===== src/rtl/bam_pkg.sv =====
`default_nettype none
package bam_pkg;

    localparam int MAX_WIDTH  = 4096;
    localparam int MAX_BLOCK  = 64;
    localparam int CFG_W      = 13;
    localparam int BLK_CFG_W  = 7;
    localparam int POS_W      = $clog2(MAX_WIDTH);
    localparam int IN_BLK_W   = $clog2(MAX_BLOCK);
    localparam int SUM_W      = 20;
    localparam int DIVS_W     = 13;
    localparam int NCH        = 3;

    localparam logic [1:0] REG_WIDTH  = 2'd0;
    localparam logic [1:0] REG_HEIGHT = 2'd1;
    localparam logic [1:0] REG_BLOCK  = 2'd2;

    typedef struct packed {
        logic [7:0] pix_first;
        logic [7:0] pix_second;
        logic [7:0] pix_third;
    } in_t;

    typedef struct packed {
        logic [11:0] band_index;
        logic [11:0] block_column;
        logic [7:0]  mean_first;
        logic [7:0]  mean_second;
        logic [7:0]  mean_third;
        logic        frame_end;
    } out_t;

    typedef struct packed {
        logic accept;
        logic sum_wr;
        logic rem_start;
        logic mean_start;
        logic rem_load;
        logic out_load;
    } cmd_t;

    typedef struct packed {
        logic rem_ok;
        logic last_block;
        logic div_done;
        logic out_full;
    } sts_t;

endpackage
`default_nettype wire


===== src/rtl/bam_ctrl.sv =====
`default_nettype none
module bam_ctrl (
    input  wire logic          aclk,
    input  wire logic          aresetn,
    input  wire logic          s_valid,
    output logic               s_ready,
    input  wire logic          m_ready,
    input  wire bam_pkg::sts_t sts,
    output bam_pkg::cmd_t      cmd
);
    import bam_pkg::*;

    typedef enum logic [2:0] {
        ST_IDLE, ST_REM, ST_RD, ST_DIV, ST_HOLD
    } state_t;

    state_t state_reg, state_next;
    logic   can_load;

    assign can_load = !sts.out_full || m_ready;
    assign s_ready  = (state_reg == ST_IDLE) && sts.rem_ok;

    always_comb begin
        state_next = state_reg;
        cmd        = '0;
        case (state_reg)
            ST_IDLE: begin
                if (!sts.rem_ok) begin
                    cmd.rem_start = 1'b1;
                    state_next    = ST_REM;
                end else if (s_valid) begin
                    cmd.accept = 1'b1;
                    state_next = ST_RD;
                end
            end
            ST_REM: begin
                if (sts.div_done) begin
                    cmd.rem_load = 1'b1;
                    state_next   = ST_IDLE;
                end
            end
            ST_RD: begin
                cmd.sum_wr = 1'b1;
                if (sts.last_block) begin
                    cmd.mean_start = 1'b1;
                    state_next     = ST_DIV;
                end else begin
                    state_next = ST_IDLE;
                end
            end
            ST_DIV: begin
                if (sts.div_done) begin
                    if (can_load) begin
                        cmd.out_load = 1'b1;
                        state_next   = ST_IDLE;
                    end else begin
                        state_next = ST_HOLD;
                    end
                end
            end
            ST_HOLD: begin
                if (can_load) begin
                    cmd.out_load = 1'b1;
                    state_next   = ST_IDLE;
                end
            end
            default: state_next = ST_IDLE;
        endcase
    end

    always_ff @(posedge aclk) begin
        if (!aresetn) begin
            state_reg <= ST_IDLE;
        end else begin
            state_reg <= state_next;
        end
    end
endmodule
`default_nettype wire


===== config.mk =====
export PLATFORM = sky130hd
export DESIGN_NAME = bam_ctrl
export DESIGN_NICKNAME = d
export VERILOG_FILES = /design/src/rtl/bam_pkg.sv /design/src/rtl/bam_ctrl.sv
export SDC_FILE = /design/constraint.sdc
export NUM_CORES = 1
export LEC_CHECK = 0
export BUFFER_PORTS_ARGS = -buffer_cell sky130_fd_sc_hd__buf_4
export CORE_AREA = 2 2 39 41
export DETAILED_ROUTE_END_ITERATION = 16
export DIE_AREA = 0 0 41 43
export GPL_TIMING_DRIVEN = 0
export PLACE_DENSITY_LB_ADDON = 0.2
export SETUP_SLACK_MARGIN = 0.4
export SYNTH_ARGS = -nofsm -noshare
export SYNTH_HDL_FRONTEND = slang
export SYNTH_SLANG_ARGS = --single-unit

===== constraint.sdc =====
create_clock -name aclk -period 1.2 [get_ports aclk]
set_clock_uncertainty 0.05 [all_clocks]
set_input_delay 0.36 -clock aclk [delete_from_list [all_inputs] [get_ports aclk]]
set_output_delay 0.36 -clock aclk [all_outputs]
set_load 0.01 [all_outputs]

==> implementation parameters <==
Parameter                              Value

Worst setup path
  Depth of the worst register-to-register path    5
  Crit path largest cell delay    0.30 ns
  CP Capture Point    cmd[5]
  FF-to-FF Start    state_reg[1]
  Bufs and invs on worst path    2
  Crit path required time    0.79 ns
  Slowest-stage cell, CP    sky130_fd_sc_hd__dfxtp_1
  Category of the worst setup path capture point    output port
  Top cell by count, worst path    sky130_fd_sc_hd__buf_6
  CP startpoint kind    register
  Total number of cells along the worst setup path    4
  Setup slack of the worst register-to-register path    -0.01 ns
  Critical setup path kind    register to output port
  Delay-heaviest family, CP    simple AND/OR/NAND/NOR gates
  List of cells traversed by the critical path    buf_6 -> nor4b_4 -> and2_4 -> buf_6
  Worst flop-to-flop path endpoint    state_reg[1]
  Maximum fanout encountered on the critical timing path    6
  Worst EP arrival    1.23 ns
  Worst Setup SP    state_reg[1]

Routing
  Antenna violation net count after detailed routing    0
  Number of remaining DRC errors    0
  Total wire length    637 um
  Drt via density    4.15
  Drt initial violations    0
  Wire per inst    10.3 um
  Detailed-route via count    257
  Number of search-and-repair iterations in the first detailed-routing pass    1

Cells and area
  Register Area    65.1 um^2
  Fraction of final layout cells with drive strength greater than 1    0.739
  Final design instance area without fill    463 um^2
  Antenna cells    0
  Flip-flop count of the largest register after layout    3
  Number of filler instances in the final layout    151
  Relative area change from synthesis to final layout    110%
  Final #Nets    55
  Area occupied by multi-input gates    183 um^2

Synth
  Count of distinct cell types in the synthesized netlist    20
  Combined area of all synthesized cells    220 um^2
  Synthesized area divided by synthesized cell count    9.18 um^2
  Seq/Total Area, Yosys    0.273
  Number of enable-type register cells in the synthesized netlist    0
  Async S/R FF share, synth    0
  Most frequent cells after synthesis    sky130_fd_sc_hd__dfxtp_1, sky130_fd_sc_hd__and2_1, sky130_fd_sc_hd__nor2_1
  Syn Inst Count    24
  Number of warnings issued by yosys    0
  Cell taking the most area after synthesis    sky130_fd_sc_hd__dfxtp_1
  Synth Net Count    32
  Area fraction of the dominant cell type after synthesis    0.273
  Area contributors post-synth    sky130_fd_sc_hd__dfxtp_1, sky130_fd_sc_hd__nor4b_4, sky130_fd_sc_hd__and2_1
  Post-synth top flop    sky130_fd_sc_hd__dfxtp_1
  Most used standard cell by instance count after synthesis    sky130_fd_sc_hd__dfxtp_1
  Synth Register Bits    3

Worst hold path
  Hold WC Path Type    primary input to register

Floorplan
  Floorplan die area    0.00176 mm^2
  Std cell rows    14
  Overall die height    43 um
  Horizontal extent of the die    41 um
  IO Count    15
  Starting Density    0.159
  Placeable core region    0.00138 mm^2

CTS
  Clock tree from TritonCTS    done
  CTS buffer count    3
  Root cell of the clock tree    sky130_fd_sc_hd__clkbuf_4
  Count of clock tree sinks    3
  CTS clk-pin slew, worst paths    0.04 ns
  Deepest level of the CTS H-tree    1
  Maximum clock path buffer count    2
  Cts hold-fix bufs    0
  Clock insertion delay at the later pin of the skew report    0.23 ns

Power and ir drop
  Power spent charging and discharging nets    119 uW
  Relative contribution of sequential cells to total power    0.251
  Static leakage    0.000208 uW
  Proportion of total power due to net switching    0.277
  Share of power burned in combinational logic    0.331
  Worst IR Drop VDD    0.000511 V
  Share of total power in the clock network    0.418
  Internal power    312 uW
  Pwr Density    931 mW/mm^2

GRT
  First-pass GRT wire length    979 um
  GR Overflow Total    0
  Initial antenna violation count    0
  GRT Total Usage    0.0903
  Vias in the first global route    237
  Maximum number of pins on one net before global-route repair    9

Timing
  Setup slack after layout    -0.444 ns
  Fin crit share    1.37
  Final number of setup-violating endpoints    8
  Final Hold Viols    0
  Tightest Pin Transition    0.230 ns
  Max-slew violation count    0
  Achievable frequency    0.608 GHz
  Slew margin rel.    0.846
  Setup repair after global routing missed its margin    true
  Time the final worst path needs with I/O delays and setup    1.64 ns

Placement
  Quantity of I/O buffers inserted on ports    14
  Placed wire-length estimate after detailed placement    435 um
  Post-DP Area    358 um^2
  Final weighted congestion in routability-driven placement    0.705
  Worst-case setup slack after placement    -0.265 ns

Outcome
  Result of the run    finished, violations left
  Failing checks    negative setup slack

Flow run
  Count of maximum capacitance violations    0
==> worst min-delay path by stage <==
stage	endpoint	cells past startpoint	from
global route	state_reg[2]	2	m_ready
global placement	state_reg[2]	2	m_ready
CTS	state_reg[2]	2	m_ready
detailed placement	state_reg[2]	2	m_ready
floorplan	state_reg[2]	1	m_ready
finish	state_reg[2]	2	m_ready
==> worst register-to-register path, cell delays in order, from the launching register on <==
cell and delay (ns):
sky130_fd_sc_hd__dfxtp_1 0.30, sky130_fd_sc_hd__buf_6 0.13, sky130_fd_sc_hd__nor4b_4 0.30, sky130_fd_sc_hd__and2_4 0.19
sky130_fd_sc_hd__buf_4 0.10, sky130_fd_sc_hd__o2bb2ai_2 0.09
==> cell families after synthesis <==
family | Yosys count | share of synthesized area
AOI/OAI and AO/OA | 5 | 0.148
buffers and inverters | 3 | 0.102
DFF | 3 | 0.273
and+or+nand+nor | 13 | 0.477
==> final cells by class <==
cell class	instances	share of cell area
buffer	2	0.0568
clock buffer	4	0.0568
inverter	1	0.00811
multi-input combinational	18	0.395
sequential	3	0.141
tap	16	0.0432
timing repair buffer	18	0.300
==> placed cells by master, fill, tap and decap left out <==
master	n
sky130_fd_sc_hd__o21ai_0	1
sky130_fd_sc_hd__buf_4	17
sky130_fd_sc_hd__nor4_2	1
sky130_fd_sc_hd__dfxtp_4	1
sky130_fd_sc_hd__nor4bb_1	1
sky130_fd_sc_hd__clkbuf_4	3
sky130_fd_sc_hd__a211oi_1	1
sky130_fd_sc_hd__nor3b_2	1
sky130_fd_sc_hd__and2_4	1
sky130_fd_sc_hd__inv_1	1
sky130_fd_sc_hd__nor3b_4	1
sky130_fd_sc_hd__clkbuf_1	1
sky130_fd_sc_hd__a31oi_4	1
sky130_fd_sc_hd__nor2_1	2
sky130_fd_sc_hd__dfxtp_2	1
sky130_fd_sc_hd__and2_1	1
sky130_fd_sc_hd__o2bb2ai_2	1
sky130_fd_sc_hd__a21oi_2	1
sky130_fd_sc_hd__dfxtp_1	1
sky130_fd_sc_hd__nand2_1	1
sky130_fd_sc_hd__buf_6	2
sky130_fd_sc_hd__nand3b_1	1
sky130_fd_sc_hd__nor3_1	1
sky130_fd_sc_hd__buf_8	1
sky130_fd_sc_hd__nor4b_4	1
sky130_fd_sc_hd__and2b_2	1
==> metrics by stage <==
stage | setup TNS (ns) | hold WS [ns] | cells | utilization | power [uW]
6_report | -2.59 | 0.241 | 62 | 0.335 | 431
3_3_place_gp | -0.638 | 0.482 | 54 | 0.259 | 223
2_1_floorplan | -0.415 | 0.380 | 24 | - | 175
3_5_place_dp | -0.743 | 0.485 | 54 | 0.259 | 224
5_1_grt | -3.11 | 0.221 | 62 | 0.335 | 473
4_1_cts | -2.53 | 0.230 | 61 | 0.322 | 436
==> layer usage <==
metal  routed length (um)  vias to the layer above  global-route usage
met5                    0                        -                   0
met4                    0                        0              0.0400
met3                   36                        0              0.0785
met2                  334                        9               0.113
met1                  266                      115               0.106
li1                     -                      133                   -
==> power groups by stage <==
stage / registers [uW] / logic (uW) / clock network, uW
6_report: 108 / 143 / 180
5_1_grt: 108 / 153 / 211
4_1_cts: 107 / 137 / 192
3_5_place_dp: 110 / 114 / 0
3_3_place_gp: 110 / 113 / 0
2_1_floorplan: 110 / 64.5 / 0
==> what timing repair did <==
item	in CTS	in global routing
setup endpoints to repair	10	10
pin swaps	6	1
setup buffers	3	1
gates resized for setup	8	2
No activity file was read; power rests on OpenSTA's default activity.
